$ cat config.mk
export PLATFORM = sky130hd
export DESIGN_NAME = pid_controller_clamped
export DESIGN_NICKNAME = d
export VERILOG_FILES = /design/src/design/pcc_pkg.sv /design/src/design/pcc_mul.sv /design/src/design/pcc_div.sv /design/src/design/pcc_seq.sv /design/src/design/pid_controller_clamped.sv
export VERILOG_INCLUDE_DIRS = /design/src /design/src/design
export SDC_FILE = /design/constraint.sdc
export NUM_CORES = 2
export LEC_CHECK = 0
export BUFFER_PORTS_ARGS = -buffer_cell sky130_fd_sc_hd__buf_2
export CORE_UTILIZATION = 66
export CTS_BUF_LIST = sky130_fd_sc_hd__clkbuf_8
export DETAILED_ROUTE_END_ITERATION = 8
export PLACE_DENSITY_LB_ADDON = 0.15
export SYNTH_ARGS = -nofsm -noshare
export SYNTH_HDL_FRONTEND = slang
export SYNTH_SLANG_ARGS = --single-unit
$ cat constraint.sdc
create_clock -name clk_i -period 9.7 [get_ports clk_i]
set_input_delay 0.485 -clock clk_i [delete_from_list [all_inputs] [get_ports clk_i]]
set_output_delay 0.485 -clock clk_i [all_outputs]
set_load 0.02 [all_outputs]
$ cat src/design/pid_controller_clamped_macros.svh
// Assertion macros for the clamped PID controller.
// No dependencies; included by the modules that carry checks.
`ifndef PID_CONTROLLER_CLAMPED_MACROS_SVH
`define PID_CONTROLLER_CLAMPED_MACROS_SVH

// same-cycle implication
`define PCC_ASSERT_NOW(lbl, clk, rstn, ante, cons, msg) \
  lbl: assert property (@(posedge clk) disable iff (!rstn) (ante) |-> (cons)) \
    else $error(msg);

// next-cycle implication
`define PCC_ASSERT_NEXT(lbl, clk, rstn, ante, cons, msg) \
  lbl: assert property (@(posedge clk) disable iff (!rstn) (ante) |=> (cons)) \
    else $error(msg);

`endif

$ cat src/design/pcc_pkg.sv
// Shared types and constants of the clamped PID controller: register indexes,
// microcode word layout and the control program ROM. No dependencies.
package pcc_pkg;

  localparam int STEP_W = 4;
  localparam int REG_W  = 3;

  typedef logic [STEP_W-1:0] step_t;

  localparam logic [REG_W-1:0] REG_PROP_GAIN   = 3'd0;
  localparam logic [REG_W-1:0] REG_INTEG_GAIN  = 3'd1;
  localparam logic [REG_W-1:0] REG_DERIV_GAIN  = 3'd2;
  localparam logic [REG_W-1:0] REG_TIME_STEP   = 3'd3;
  localparam logic [REG_W-1:0] REG_INTEG_UPPER = 3'd4;
  localparam logic [REG_W-1:0] REG_INTEG_LOWER = 3'd5;
  localparam logic [REG_W-1:0] REG_OUT_UPPER   = 3'd6;
  localparam logic [REG_W-1:0] REG_OUT_LOWER   = 3'd7;

  localparam step_t ST_IDLE = step_t'(0);

  typedef enum logic [2:0] {
    WT_NONE,
    WT_IN,
    WT_MUL,
    WT_DIV,
    WT_OUT
  } wait_e;

  typedef enum logic [3:0] {
    OP_NOP,
    OP_LOAD_ERR,
    OP_INTEG_ADD,
    OP_INTEG_CLAMP,
    OP_ACC_LOAD,
    OP_ACC_ADD,
    OP_DERIV_LOAD,
    OP_OUT_CLAMP,
    OP_EMIT
  } dp_op_e;

  typedef enum logic [1:0] {
    MS_ERR_TS,
    MS_KP_ERR,
    MS_KI_INTEG,
    MS_KD_DERIV
  } mul_sel_e;

  typedef enum logic [1:0] {
    BR_NEXT,
    BR_CLEAR,
    BR_ALWAYS
  } br_e;

  typedef struct packed {
    wait_e    wt;
    dp_op_e   op;
    mul_sel_e msel;
    logic     mul_go;
    logic     div_go;
    br_e      br;
    step_t    tgt;
  } ucode_t;

  typedef struct packed {
    logic in_valid;
    logic in_mode;
    logic mul_done;
    logic div_done;
    logic out_free;
  } seq_cond_t;

  typedef struct packed {
    ucode_t uc;
    logic   fire;
    logic   idle;
  } seq_ctl_t;

  // control program: one word per step
  function automatic ucode_t ucode_rom(step_t s);
    ucode_t w;
    w.wt     = WT_NONE;
    w.op     = OP_NOP;
    w.msel   = MS_ERR_TS;
    w.mul_go = 1'b0;
    w.div_go = 1'b0;
    w.br     = BR_NEXT;
    w.tgt    = ST_IDLE;
    unique case (s)
      step_t'(0): begin
        w.wt = WT_IN;
        w.op = OP_LOAD_ERR;
        w.br = BR_CLEAR;
      end
      step_t'(1): begin
        w.msel   = MS_ERR_TS;
        w.mul_go = 1'b1;
        w.div_go = 1'b1;
      end
      step_t'(2): begin
        w.wt = WT_MUL;
        w.op = OP_INTEG_ADD;
      end
      step_t'(3): w.op = OP_INTEG_CLAMP;
      step_t'(4): begin
        w.msel   = MS_KP_ERR;
        w.mul_go = 1'b1;
      end
      step_t'(5): begin
        w.wt = WT_MUL;
        w.op = OP_ACC_LOAD;
      end
      step_t'(6): begin
        w.msel   = MS_KI_INTEG;
        w.mul_go = 1'b1;
      end
      step_t'(7): begin
        w.wt = WT_MUL;
        w.op = OP_ACC_ADD;
      end
      step_t'(8): begin
        w.wt = WT_DIV;
        w.op = OP_DERIV_LOAD;
      end
      step_t'(9): begin
        w.msel   = MS_KD_DERIV;
        w.mul_go = 1'b1;
      end
      step_t'(10): begin
        w.wt = WT_MUL;
        w.op = OP_ACC_ADD;
      end
      step_t'(11): w.op = OP_OUT_CLAMP;
      step_t'(12): begin
        w.wt = WT_OUT;
        w.op = OP_EMIT;
        w.br = BR_ALWAYS;
      end
      default: w.br = BR_ALWAYS;
    endcase
    return w;
  endfunction

endpackage

$ cat src/design/pcc_mul.sv
// Digit-serial signed fixed-point multiplier: 16 bits of one operand a cycle,
// floor shift by FRAC_BITS and saturation in a final state. Uses no package.
module pcc_mul #(
  parameter int DATA_WIDTH = 32,
  parameter int FRAC_BITS  = 16
) (
  input  logic                         clk_i,
  input  logic                         rst_ni,
  input  logic                         go_i,
  input  logic signed [DATA_WIDTH-1:0] a_i,
  input  logic signed [DATA_WIDTH-1:0] b_i,
  output logic signed [DATA_WIDTH-1:0] res_o,
  output logic                         valid_o
);

  localparam int W   = DATA_WIDTH;
  localparam int DGW = 16;
  localparam int ND  = (W + DGW - 1) / DGW;
  localparam int PW  = ND * DGW;
  localparam int AW  = W + PW;
  localparam int CW  = $clog2(ND + 1);

  localparam logic [1:0] S_IDLE = 2'd0;
  localparam logic [1:0] S_RUN  = 2'd1;
  localparam logic [1:0] S_FIN  = 2'd2;

  localparam logic [AW:0] PMAX = (AW+1)'({(W-1){1'b1}});
  localparam logic [AW:0] NMAX = PMAX + (AW+1)'(1);
  localparam logic [AW-1:0] DROP_MASK = (AW'(1) << FRAC_BITS) - AW'(1);

  logic [1:0]        state_q, state_d;
  logic [CW-1:0]     cnt_q;
  logic              valid_q;
  logic [AW-1:0]     acc_q;
  logic [PW-1:0]     mbs_q;
  logic [W-1:0]      ma_q;
  logic              neg_q;
  logic signed [W-1:0] res_q;

  logic [W-1:0]      ua, ub, ma, mb;
  logic [W+DGW-1:0]  pp;
  logic [AW-1:0]     sh;
  logic              dropped;
  logic [AW:0]       mag_r;
  logic signed [W-1:0] sat_res;

  assign ua = a_i;
  assign ub = b_i;
  assign ma = ua[W-1] ? (~ua + W'(1)) : ua;
  assign mb = ub[W-1] ? (~ub + W'(1)) : ub;

  assign pp = {{DGW{1'b0}}, ma_q} * {{W{1'b0}}, mbs_q[PW-1 -: DGW]};

  // floor on the magnitude: a negative product with dropped bits rounds away
  assign sh      = acc_q >> FRAC_BITS;
  assign dropped = |(acc_q & DROP_MASK);
  assign mag_r   = {1'b0, sh} + (AW+1)'(neg_q && dropped);

  always_comb begin
    if (!neg_q) begin
      sat_res = (mag_r > PMAX) ? {1'b0, {(W-1){1'b1}}} : mag_r[W-1:0];
    end else begin
      sat_res = (mag_r > NMAX) ? {1'b1, {(W-1){1'b0}}} : (~mag_r[W-1:0] + W'(1));
    end
  end

  always_comb begin
    state_d = state_q;
    unique case (state_q)
      S_IDLE: if (go_i) state_d = S_RUN;
      S_RUN:  if (cnt_q == CW'(1)) state_d = S_FIN;
      S_FIN:  state_d = S_IDLE;
      default: state_d = S_IDLE;
    endcase
  end

  always_ff @(posedge clk_i or negedge rst_ni) begin
    if (!rst_ni) begin
      state_q <= S_IDLE;
      cnt_q   <= '0;
      valid_q <= 1'b0;
    end else begin
      state_q <= state_d;
      if (state_q == S_IDLE && go_i) begin
        cnt_q   <= CW'(ND);
        valid_q <= 1'b0;
      end else if (state_q == S_RUN) begin
        cnt_q <= cnt_q - CW'(1);
      end else if (state_q == S_FIN) begin
        valid_q <= 1'b1;
      end
    end
  end

  always_ff @(posedge clk_i) begin
    if (state_q == S_IDLE && go_i) begin
      acc_q <= '0;
      ma_q  <= ma;
      mbs_q <= PW'(mb);
      neg_q <= ua[W-1] ^ ub[W-1];
    end else if (state_q == S_RUN) begin
      acc_q <= (acc_q << DGW) + AW'(pp);
      mbs_q <= mbs_q << DGW;
    end else if (state_q == S_FIN) begin
      res_q <= sat_res;
    end
  end

  assign res_o   = res_q;
  assign valid_o = valid_q;

endmodule

$ cat src/design/pcc_div.sv
// Bit-serial restoring divider: (num << FRAC_BITS) / den, truncated toward
// zero and saturated, one quotient bit a cycle. Uses no package.
module pcc_div #(
  parameter int DATA_WIDTH = 32,
  parameter int FRAC_BITS  = 16
) (
  input  logic                         clk_i,
  input  logic                         rst_ni,
  input  logic                         go_i,
  input  logic signed [DATA_WIDTH-1:0] num_i,
  input  logic        [DATA_WIDTH-2:0] den_i,
  output logic signed [DATA_WIDTH-1:0] res_o,
  output logic                         valid_o
);

  localparam int W  = DATA_WIDTH;
  localparam int DB = W + FRAC_BITS;
  localparam int CW = $clog2(DB + 1);

  localparam logic [1:0] S_IDLE = 2'd0;
  localparam logic [1:0] S_RUN  = 2'd1;
  localparam logic [1:0] S_FIN  = 2'd2;

  localparam logic [DB-1:0] QPMAX = DB'({(W-1){1'b1}});
  localparam logic [DB-1:0] QNMAX = QPMAX + DB'(1);
  localparam logic signed [W-1:0] VMAX = {1'b0, {(W-1){1'b1}}};
  localparam logic signed [W-1:0] VMIN = {1'b1, {(W-1){1'b0}}};

  logic [1:0]          state_q, state_d;
  logic [CW-1:0]       cnt_q;
  logic                valid_q;
  logic [DB-1:0]       dq_q;
  logic [W-1:0]        rem_q;
  logic [W-2:0]        den_q;
  logic                neg_q;
  logic signed [W-1:0] res_q;

  logic [W-1:0]        un, mn, r2;
  logic                ge;
  logic                zero_den;
  logic signed [W-1:0] zero_res;
  logic signed [W-1:0] sat_res;

  assign un = num_i;
  assign mn = un[W-1] ? (~un + W'(1)) : un;
  assign zero_den = (den_i == '0);
  assign zero_res = un[W-1] ? VMIN : ((un == '0) ? '0 : VMAX);

  assign r2 = {rem_q[W-2:0], dq_q[DB-1]};
  assign ge = (r2 >= {1'b0, den_q});

  always_comb begin
    if (!neg_q) begin
      sat_res = (dq_q > QPMAX) ? VMAX : dq_q[W-1:0];
    end else begin
      sat_res = (dq_q > QNMAX) ? VMIN : (~dq_q[W-1:0] + W'(1));
    end
  end

  always_comb begin
    state_d = state_q;
    unique case (state_q)
      S_IDLE: if (go_i && !zero_den) state_d = S_RUN;
      S_RUN:  if (cnt_q == CW'(1)) state_d = S_FIN;
      S_FIN:  state_d = S_IDLE;
      default: state_d = S_IDLE;
    endcase
  end

  always_ff @(posedge clk_i or negedge rst_ni) begin
    if (!rst_ni) begin
      state_q <= S_IDLE;
      cnt_q   <= '0;
      valid_q <= 1'b0;
    end else begin
      state_q <= state_d;
      if (state_q == S_IDLE && go_i) begin
        cnt_q   <= CW'(DB);
        // zero period: result is known at once
        valid_q <= zero_den;
      end else if (state_q == S_RUN) begin
        cnt_q <= cnt_q - CW'(1);
      end else if (state_q == S_FIN) begin
        valid_q <= 1'b1;
      end
    end
  end

  always_ff @(posedge clk_i) begin
    if (state_q == S_IDLE && go_i) begin
      dq_q  <= DB'(mn) << FRAC_BITS;
      rem_q <= '0;
      den_q <= den_i;
      neg_q <= un[W-1];
      res_q <= zero_res;
    end else if (state_q == S_RUN) begin
      rem_q <= ge ? (r2 - {1'b0, den_q}) : r2;
      dq_q  <= {dq_q[DB-2:0], ge};
    end else if (state_q == S_FIN) begin
      res_q <= sat_res;
    end
  end

  assign res_o   = res_q;
  assign valid_o = valid_q;

endmodule

$ cat src/design/pcc_seq.sv
// Microcode sequencer: step counter, control ROM lookup, wait conditions and
// jumps. Depends on pcc_pkg.
module pcc_seq (
  input  logic               clk_i,
  input  logic               rst_ni,
  input  pcc_pkg::seq_cond_t cond_i,
  output pcc_pkg::seq_ctl_t  ctl_o
);

  import pcc_pkg::*;

  step_t  step_q, step_d;
  ucode_t uc;
  logic   met;

  assign uc = ucode_rom(step_q);

  always_comb begin
    unique case (uc.wt)
      WT_NONE: met = 1'b1;
      WT_IN:   met = cond_i.in_valid;
      WT_MUL:  met = cond_i.mul_done;
      WT_DIV:  met = cond_i.div_done;
      WT_OUT:  met = cond_i.out_free;
      default: met = 1'b0;
    endcase
  end

  always_comb begin
    step_d = step_q;
    if (met) begin
      unique case (uc.br)
        BR_ALWAYS: step_d = uc.tgt;
        BR_CLEAR:  step_d = cond_i.in_mode ? uc.tgt : step_q + step_t'(1);
        BR_NEXT:   step_d = step_q + step_t'(1);
        default:   step_d = ST_IDLE;
      endcase
    end
  end

  always_ff @(posedge clk_i or negedge rst_ni) begin
    if (!rst_ni) begin
      step_q <= ST_IDLE;
    end else begin
      step_q <= step_d;
    end
  end

  assign ctl_o.uc   = uc;
  assign ctl_o.fire = met;
  assign ctl_o.idle = (step_q == ST_IDLE);

endmodule

$ cat src/design/pid_controller_clamped.sv
// Clamped PID controller, signed fixed point, microcoded over one multiplier
// and one divider. Depends on pcc_pkg, pcc_seq, pcc_mul, pcc_div and macros.
// A compute word is accepted only while the sequencer is idle, and in_stall_o
// holds off the next word until the drive word is emitted; a clear word leaves
// it idle. Reset: gains zero, period 655, limits open, integral and last error
// zero; no clearing pass.
module pid_controller_clamped #(
  parameter int DATA_WIDTH = 32,
  parameter int FRAC_BITS  = 16
) (
  input  logic                            clk_i,
  input  logic                            rst_ni,
  input  logic                            cfg_we_i,
  input  logic [pcc_pkg::REG_W-1:0]       cfg_addr_i,
  input  logic [DATA_WIDTH-1:0]           cfg_wdata_i,
  input  logic                            in_valid_i,
  output logic                            in_stall_o,
  input  logic                            mode_i,
  input  logic signed [DATA_WIDTH-1:0]    target_i,
  input  logic signed [DATA_WIDTH-1:0]    measured_i,
  output logic                            out_valid_o,
  input  logic                            out_stall_i,
  output logic signed [DATA_WIDTH-1:0]    drive_o
);

  import pcc_pkg::*;

  `include "pid_controller_clamped_macros.svh"

  localparam int W = DATA_WIDTH;
  localparam logic signed [W-1:0] VMAX = {1'b0, {(W-1){1'b1}}};
  localparam logic signed [W-1:0] VMIN = {1'b1, {(W-1){1'b0}}};

  // configuration
  logic signed [W-1:0] kp_q, ki_q, kd_q;
  logic        [W-2:0] ts_q;
  logic signed [W-1:0] iu_q, il_q, ou_q, ol_q;

  // datapath
  logic signed [W-1:0] err_q, integ_q, last_err_q, acc_q, deriv_q, drive_q;
  logic                out_valid_q;

  seq_cond_t cond;
  seq_ctl_t  ctl;

  logic signed [W-1:0] mul_a, mul_b, mul_res, div_res;
  logic                mul_valid, div_valid;
  logic signed [W-1:0] new_err, err_diff, sum_integ, sum_acc;
  logic                clear_fire, start_fire, emit_fire;

  function automatic logic signed [W-1:0] sat_w(logic signed [W:0] x);
    if (x[W] != x[W-1]) begin
      return x[W] ? VMIN : VMAX;
    end
    return x[W-1:0];
  endfunction

  function automatic logic signed [W-1:0] sat_add(logic signed [W-1:0] a,
                                                  logic signed [W-1:0] b);
    return sat_w({a[W-1], a} + {b[W-1], b});
  endfunction

  function automatic logic signed [W-1:0] sat_sub(logic signed [W-1:0] a,
                                                  logic signed [W-1:0] b);
    return sat_w({a[W-1], a} - {b[W-1], b});
  endfunction

  // upper test wins when the limits cross
  function automatic logic signed [W-1:0] clamp(logic signed [W-1:0] v,
                                                logic signed [W-1:0] up,
                                                logic signed [W-1:0] lo);
    if (v > up) begin
      return up;
    end
    if (v < lo) begin
      return lo;
    end
    return v;
  endfunction

  assign cond.in_valid = in_valid_i;
  assign cond.in_mode  = mode_i;
  assign cond.mul_done = mul_valid;
  assign cond.div_done = div_valid;
  assign cond.out_free = !out_valid_q || !out_stall_i;

  pcc_seq u_seq (
    .clk_i  (clk_i),
    .rst_ni (rst_ni),
    .cond_i (cond),
    .ctl_o  (ctl)
  );

  always_comb begin
    unique case (ctl.uc.msel)
      MS_ERR_TS: begin
        mul_a = err_q;
        mul_b = {1'b0, ts_q};
      end
      MS_KP_ERR: begin
        mul_a = kp_q;
        mul_b = err_q;
      end
      MS_KI_INTEG: begin
        mul_a = ki_q;
        mul_b = integ_q;
      end
      MS_KD_DERIV: begin
        mul_a = kd_q;
        mul_b = deriv_q;
      end
      default: begin
        mul_a = err_q;
        mul_b = err_q;
      end
    endcase
  end

  assign err_diff = sat_sub(err_q, last_err_q);

  pcc_mul #(
    .DATA_WIDTH (DATA_WIDTH),
    .FRAC_BITS  (FRAC_BITS)
  ) u_mul (
    .clk_i   (clk_i),
    .rst_ni  (rst_ni),
    .go_i    (ctl.fire && ctl.uc.mul_go),
    .a_i     (mul_a),
    .b_i     (mul_b),
    .res_o   (mul_res),
    .valid_o (mul_valid)
  );

  pcc_div #(
    .DATA_WIDTH (DATA_WIDTH),
    .FRAC_BITS  (FRAC_BITS)
  ) u_div (
    .clk_i   (clk_i),
    .rst_ni  (rst_ni),
    .go_i    (ctl.fire && ctl.uc.div_go),
    .num_i   (err_diff),
    .den_i   (ts_q),
    .res_o   (div_res),
    .valid_o (div_valid)
  );

  assign new_err   = sat_sub(target_i, measured_i);
  assign sum_integ = sat_add(integ_q, mul_res);
  assign sum_acc   = sat_add(acc_q, mul_res);

  assign clear_fire = ctl.fire && (ctl.uc.op == OP_LOAD_ERR) && mode_i;
  assign start_fire = ctl.fire && (ctl.uc.op == OP_LOAD_ERR) && !mode_i;
  assign emit_fire  = ctl.fire && (ctl.uc.op == OP_EMIT);

  always_ff @(posedge clk_i or negedge rst_ni) begin
    if (!rst_ni) begin
      kp_q <= '0;
      ki_q <= '0;
      kd_q <= '0;
      ts_q <= (W-1)'(655);
      iu_q <= VMAX;
      il_q <= VMIN;
      ou_q <= VMAX;
      ol_q <= VMIN;
    end else if (cfg_we_i) begin
      unique case (cfg_addr_i)
        REG_PROP_GAIN:   kp_q <= cfg_wdata_i;
        REG_INTEG_GAIN:  ki_q <= cfg_wdata_i;
        REG_DERIV_GAIN:  kd_q <= cfg_wdata_i;
        REG_TIME_STEP:   ts_q <= cfg_wdata_i[W-2:0];
        REG_INTEG_UPPER: iu_q <= cfg_wdata_i;
        REG_INTEG_LOWER: il_q <= cfg_wdata_i;
        REG_OUT_UPPER:   ou_q <= cfg_wdata_i;
        REG_OUT_LOWER:   ol_q <= cfg_wdata_i;
        default: ;
      endcase
    end
  end

  // controller state and output valid
  always_ff @(posedge clk_i or negedge rst_ni) begin
    if (!rst_ni) begin
      integ_q     <= '0;
      last_err_q  <= '0;
      out_valid_q <= 1'b0;
    end else begin
      if (clear_fire) begin
        integ_q    <= '0;
        last_err_q <= '0;
      end else if (ctl.fire && ctl.uc.op == OP_INTEG_CLAMP) begin
        integ_q <= clamp(acc_q, iu_q, il_q);
      end else if (emit_fire) begin
        last_err_q <= err_q;
      end
      if (emit_fire) begin
        out_valid_q <= 1'b1;
      end else if (out_valid_q && !out_stall_i) begin
        out_valid_q <= 1'b0;
      end
    end
  end

  always_ff @(posedge clk_i) begin
    if (ctl.fire) begin
      unique case (ctl.uc.op)
        OP_LOAD_ERR:   if (!mode_i) err_q <= new_err;
        OP_INTEG_ADD:  acc_q   <= sum_integ;
        OP_ACC_LOAD:   acc_q   <= mul_res;
        OP_ACC_ADD:    acc_q   <= sum_acc;
        OP_DERIV_LOAD: deriv_q <= div_res;
        OP_OUT_CLAMP:  acc_q   <= clamp(acc_q, ou_q, ol_q);
        OP_EMIT:       drive_q <= acc_q;
        default: ;
      endcase
    end
  end

  assign in_stall_o  = !ctl.idle;
  assign out_valid_o = out_valid_q;
  assign drive_o     = drive_q;

  `PCC_ASSERT_NEXT(a_clear_zeroes_state, clk_i, rst_ni, clear_fire,
                   integ_q == '0 && last_err_q == '0, "clear word left state")
  `PCC_ASSERT_NEXT(a_start_leaves_idle, clk_i, rst_ni, start_fire,
                   !ctl.idle, "compute word did not start program")
  `PCC_ASSERT_NOW(a_out_only_on_emit, clk_i, rst_ni, $rose(out_valid_q),
                  $past(emit_fire), "drive word without emit step")
  `PCC_ASSERT_NEXT(a_integ_in_limits, clk_i, rst_ni,
                   ctl.fire && ctl.uc.op == OP_INTEG_CLAMP,
                   integ_q == $past(iu_q) || integ_q == $past(il_q) ||
                   (integ_q <= $past(iu_q) && integ_q >= $past(il_q)),
                   "integral outside limits")

endmodule
After elaboration in Yosys (flattened, before gate mapping)
Index checks and enable logic that the tools add are counted.
{"block": "word_totals", "regBits": 770, "input_bits": 105, "out_inout_bits": 34, "elab_cells": 267}
{"block": "classes", "add_sub_neg": 15, "mul": 1, "magnitude_cmp": 9, "n_eq_ne": 53, "muxes": 91, "bitwise_logic": 9, "reduce_logical": 55}
{"cell": "two-way mux 32 bit", "n": 39}
{"cell": "case mux 32 bit (4 select lines)", "n": 3}
{"cell": "adder 32 x 1 -> 32 bit (second input constant)", "n": 5}
{"cell": "inverter 32 bit", "n": 5}
{"cell": "two-way mux 48 bit", "n": 2}
{"cell": "two-way mux 31 bit", "n": 3}
{"cell": "adder 32 x 32 -> 33 bit", "n": 2}
{"cell": "subtractor 32 x 32 -> 33 bit", "n": 2}
{"cell": "greater-than comparator 65 x 31 -> 1 bit (second input constant)", "n": 1}
{"cell": "greater-than comparator 65 x 32 -> 1 bit (second input constant)", "n": 1}
{"cell": "adder 64 x 48 -> 64 bit", "n": 1}
{"cell": "greater-than comparator 32 bit", "n": 2}
{"cell": "< comparator 32 bit", "n": 2}
{"cell": "adder 48 x 1 -> 49 bit", "n": 1}
{"cell": "greater-than comparator 48 x 31 -> 1 bit (second input constant)", "n": 1}
{"cell": "greater-than comparator 48 x 32 -> 1 bit (second input constant)", "n": 1}
{"cell": "multiplier 32 x 16 -> 48 bit", "n": 1}
{"cell": "== test 4 x 3 -> 1 bit (second input constant)", "n": 8}
{"cell": ">= comparator 32 x 31 -> 1 bit", "n": 1}
{"cell": "logical NOT 32 bit", "n": 1}
{"cell": "case mux 4 bit (8 select lines)", "n": 1}
{"cell": "logical NOT 31 bit", "n": 1}
{"cell": "subtractor 31 bit", "n": 1}
{"cell": "AND reduction 2 bit", "n": 15}
{"cell": "39 further kinds", "n": 133}

Logic depth before layout (Yosys ltp)
{"block": "depth", "word_depth": 15, "mapped_depth": 28, "depth_no_buf": 25}

Modules after synthesis
Synthesis repeated with hierarchy kept, for this count alone.
{"block": "unflattened", "cells_unflattened": 6952, "hier_area_um2": 66217.3}
{"module": "pid_controller_clamped", "instances": 1, "cells_each": 2838, "area_per_inst_um2": 29766.0, "seq_area_each_um2": 11939.0}
{"module": "pcc_mul", "instances": 1, "cells_each": 3074, "area_per_inst_um2": 26914.6, "seq_area_each_um2": 4319.1}
{"module": "pcc_div", "instances": 1, "cells_each": 964, "area_per_inst_um2": 8967.4, "seq_area_each_um2": 4048.9}
{"module": "pcc_seq", "instances": 1, "cells_each": 76, "area_per_inst_um2": 569.3, "seq_area_each_um2": 100.1}

Worst setup path before layout
No wires, ideal clock.
{"block": "synth_path", "path_kind": "register to register", "from": "register u_mul.ma_q[6]", "to": "register u_mul.acc_q[53]", "setup_ns": 0.117, "t_arrival_ns": 6.682, "required_ns": 9.583, "slack_ns": 2.900, "path_stages_with_launch": 26, "n_path_buf": 2, "period_less_slack_ns": 6.800, "path_cell_list": "edfxtp_1 > clkbuf_1 > and2_1 > fa_1 > inv_1 > fa_1 > fa_1 > fa_1 > inv_1 > fa_1 > inv_1 > fa_1 > inv_1 > ha_1 > clkbuf_1 > and4_1 > nor3b_1 > a41oi_1 > a211oi_1 > o21ai_0 > nand2_1 > a21oi_1 > o211a_1 > nor3_1 > mux2i_1 > nand2_1"}
{"block": "synth_via", "elab_chain_len": 2}
{"element": "start: declaration", "line": "pcc_mul.sv:36", "source": "logic [W-1:0] ma_q;"}
{"element": "start signal: assignment", "line": "pcc_mul.sv:98", "source": "ma_q <= ma;"}
{"element": "multiplier 32 x 16 -> 48 bit", "line": "pcc_mul.sv:52", "source": "assign pp = {{DGW{1'b0}}, ma_q} * {{W{1'b0}}, mbs_q[PW-1 -: DGW]};"}
{"element": "adder 64 x 48 -> 64 bit", "line": "pcc_mul.sv:102", "source": "acc_q <= (acc_q << DGW) + AW'(pp);"}
{"element": "end signal: assignment", "line": "pcc_mul.sv:102"}
{"element": "end: declaration", "line": "pcc_mul.sv:34", "source": "logic [AW-1:0] acc_q;"}
Every way passes these cells.
A chain may end at the register's enable or synchronous reset.

Final worst setup path
{"block": "layout_path", "from": "register u_mul.mbs_q[18]", "to": "register u_mul.acc_q[53]"}
{"block": "layout_via", "elab_chain_len": 2}
{"element": "start: declaration", "line": "pcc_mul.sv:35", "source": "logic [PW-1:0] mbs_q;"}
{"element": "start signal: assignment", "line": "pcc_mul.sv:99", "source": "mbs_q <= PW'(mb);"}
{"element": "start signal: assignment", "line": "pcc_mul.sv:103", "source": "mbs_q <= mbs_q << DGW;"}
{"element": "multiplier 32 x 16 -> 48 bit", "line": "pcc_mul.sv:52"}
{"element": "adder 64 x 48 -> 64 bit", "line": "pcc_mul.sv:102"}
Every way passes these cells.

==> key figures <==
Outcome
  • Outcome: complete, no violations

Setup path
  • Startpoint type of the worst setup path: flop
  • Largest stage delay on the critical path: 780 ps
  • Crit-path slowest cell: nor3_1
  • Worst EP required: 10400 ps
  • Arr. time, crit path: 8750 ps
  • Cell mode on critical path: fa_1
  • Crit path kind: flop to flop
  • Buf/Inv on CP: 4
  • FF-to-FF End: u_mul.acc_q[53]
  • Top delay family on crit path: adder cells
  • Worst reg-to-reg setup slack: 1650 ps
  • FF-to-FF Start: u_mul.mbs_q[18]
  • Crit. End Element: flop
  • Worst R2R Path Depth: 23
  • Critical Path, Cell by Cell: buf_4 > nand2_1 > fa_1 > fa_1 > fa_1 > fa_1 > inv_1 > fa_1 > inv_1 > fa_1 > inv_1 > ha_1 > and4_1 > nor3b_1 > a41oi_1 > a211oi_1 > o21ai_0 > nand2_1 > a21oi_1 > o211a_1 > nor3_1 > mux2i_1 > nand2_1
  • Crit-path max FO: 19

Synthesis
  • Area leader, netlist: edfxtp_1
  • Share of Yosys cell area claimed by the top area cell type: 0.145
  • Register area share after synthesis: 0.306
  • Dominant synthesized flop cell: edfxtp_1
  • Mapped Area: 66600 um2
  • Post-synthesis cell count: 7253
  • Yosys reg bits: 770
  • Area contributors post-synth: edfxtp_1, fa_1, dfrtp_1
  • Post-synth EDFFs: 321
  • Post-synth cell types: 104
  • Syn_nets: 8251
  • Async SR Flop Fraction: 0.439
  • Yosys warns: 0
  • Syn avg cell area: 9.18 um2

Clocking
  • CTS Buffer Depth: 3
  • CTS buffer count: 137
  • CTS root buf: clkbuf_8
  • Worst skew pair latency: 880 ps
  • CTS tree: yes
  • Clock Sinks: 770
  • H-tree depth: 4
  • Clk slew on worst S/H paths: 60 ps

Timing
  • Hold Slack: 53.1 ps
  • RSZ-0062 raised after global routing: false
  • Setup TNS: 0 ps
  • Slew headroom: 0.122
  • F_max: 124 MHz
  • Final worst path period need: 8050 ps
  • Worst Max-Slew Pin Slew: 1300 ps
  • Final Hold Vio Count: 0
  • Clock Skew: 65.7 ps
  • Finish-stage setup viols: 0
  • Tcrit/Tclk final: 0.830
  • Final slew viol count: 0

Min path
  • Min-delay src: cfg_wdata_i[9]
  • Worst Hold End: iu_q[9]
  • Hold Crit Class: input pin to flop
  • Cell depth of the worst hold path: 3

Routing
  • Final wirelength: 226000 um
  • Routed vias: 57300
  • DRT Pass-1 Iters: 9
  • DRC Markers: 0
  • Antenna Nets Post-Route: 0
  • Initial DRC Count: 6456
  • Wire length per cell: 25.9 um
  • DR vias/cell: 6.56

Finish
  • Area Growth Syn to Fin: 7.43%
  • Layout Cells excl Fill: 8725
  • Share of cells above drive strength 1: 0.112
  • Nets: 8291

Floorplan
  • Die Span X: 320 um
  • Top-level port count: 139
  • Die Ht: 320 um
  • Core area: 100000 um2
  • Die area: 102000 um2
  • Site Rows: 116
  • Initial Utilization: 0.666

Placed design
  • Post-Place Cells: 8436
  • Post-DP HPWL: 171000 um
  • Routability cong.: 1.03
  • Port Buffers: 138

Global routing
  • Number of global-route vias before repair: 56000
  • Remaining Overflow, GRT: 0
  • First-pass GRT wire length: 339000 um
  • Largest net degree at the start of global routing: 154
  • Antenna violations before repair: 40
  • Gr usage total: 0.442

Job
  • Max-Cap Viols: 0
-- through the flow --
| stage | util | instance area, um2 | worst slack, ps |
|---|---|---|---|
| after floorplan | - | 66600 | 2900 |
| after global placement | 0.685 | 68500 | 2070 |
| after detailed placement | 0.685 | 68500 | 1860 |
| after CTS | 0.715 | 71500 | 1840 |
| after global routing | 0.715 | 71500 | 1330 |
| final | 0.716 | 71600 | 1650 |
-- state kept, by name (all words and copies together) (netlist names), 4 cells and up --
register	cells
ol_q	32
drive_o	32
u_seq.step_q	4
u_mul.res_o	32
u_div.cnt_q	6
u_div.res_o	32
u_div.rem_q	31
u_mul.ma_q	32
u_mul.mbs_q	32
acc_q	32
u_div.den_q	31
ts_q	31
ki_q	32
integ_q	32
kp_q	32
last_err_q	32
ou_q	32
il_q	32
deriv_q	32
kd_q	32
iu_q	32
u_div.dq_q	48
u_mul.acc_q	64
err_q	32
-- synth_stat cells, drive strengths merged (17+ instances only) --
cell type,number
a2111oi,18
a211oi,88
a21o,137
a21oi,384
a221oi,45
a222oi,23
a22o,57
a22oi,89
a31oi,39
and2,243
and3,38
and4,17
buf,45
clkbuf,307
dfrtp,268
dfstp,70
dfxtp,111
edfxtp,321
fa,455
ha,438
inv,907
mux2,226
mux2i,81
nand2,772
nand2b,57
nand3,107
nand4,86
nor2,320
nor2b,58
nor3,123
nor3b,36
nor4,47
o211ai,28
o21a,51
o21ai,504
o21bai,25
o22ai,20
o31ai,37
or2,33
or3,34
xnor2,171
xor2,121
-- cell usage in the layout (no fill, tap or decap), types with 111 or more instances in the layout --
cell / synthesis / layout
inv_1: 906 / 944
nand2_1: 768 / 768
o21ai_0: 476 / 474
fa_1: 455 / 455
ha_1: 438 / 438
a21oi_1: 383 / 381
edfxtp_1: 321 / 321
nor2_1: 320 / 315
dfrtp_1: 268 / 268
and2_1: 242 / 242
mux2_2: 226 / 226
xnor2_1: 171 / 170
clkbuf_8: 0 / 164
a21o_1: 137 / 137
buf_2: 17 / 137
xor2_1: 121 / 121
nor3_1: 123 / 121
dfxtp_1: 111 / 111
-- per-layer routing --
metal,global-route usage,share of wire
met1,0.565,0.38
met4,0.289,0.078
met5,0,0.0010
met2,0.643,0.42
met3,0.142,0.12
-- cell type report --
cell class	count	area, um2
Fill cell	7674	28400
Timing Repair Buffer	253	1620
Tap cell	1298	1620
Sequential cell	770	20400
Clock inverter	88	587
Multi-Input combinational cell	5222	41600
Inverter	909	3410
Clock buffer	164	2260
Antenna cell	21	52.6
-- worst max path at each step --
stage,startpoint,to,depth (start not counted)
2_1_floorplan,u_mul.ma_q[6],u_mul.acc_q[53],25
3_3_place_gp,u_mul.mbs_q[18],u_mul.acc_q[53],23
3_5_place_dp,u_mul.mbs_q[18],u_mul.acc_q[53],23
4_1_cts,u_mul.mbs_q[18],u_mul.acc_q[53],23
5_1_grt,u_mul.mbs_q[18],u_mul.acc_q[57],23
6_report,u_mul.mbs_q[18],u_mul.acc_q[53],23
-- what timing repair did --
action	4_1_cts	5_1_grt
hold buffers	16	0
gates resized for setup	0	0
endpoints found under the hold margin	121	0
setup buffers	0	0
-- worst reg2reg max path, delay by kind of cell, from the launching register on --
family                   cells  cell delay, ps
AO/OA/AOI/OAI                5            1280
adder cells (fa/ha/maj)      7            3430
buffers and inverters        4             530
flip-flops                   1             770
multiplexers                 1             270
AND/OR/NAND/NOR              6            1640
-- logic make-up (layout without fill, tap and decap cells) --
group | after synthesis | in the layout | share of synthesized area
simple gates | 2030 | 2030 | 0.149
compound gates | 1691 | 1691 | 0.164
buf+inv | 1261 | 1414 | 0.0718
fa+ha+maj | 902 | 902 | 0.220
flops | 770 | 770 | 0.306
mux | 307 | 307 | 0.0504
xor+xnor | 292 | 292 | 0.0384
other cells | 0 | 21 | 0
Power is left out: the tool's default activity adds up to more than one toggle a clock period on the data nets, which glitch-free logic cannot reach.
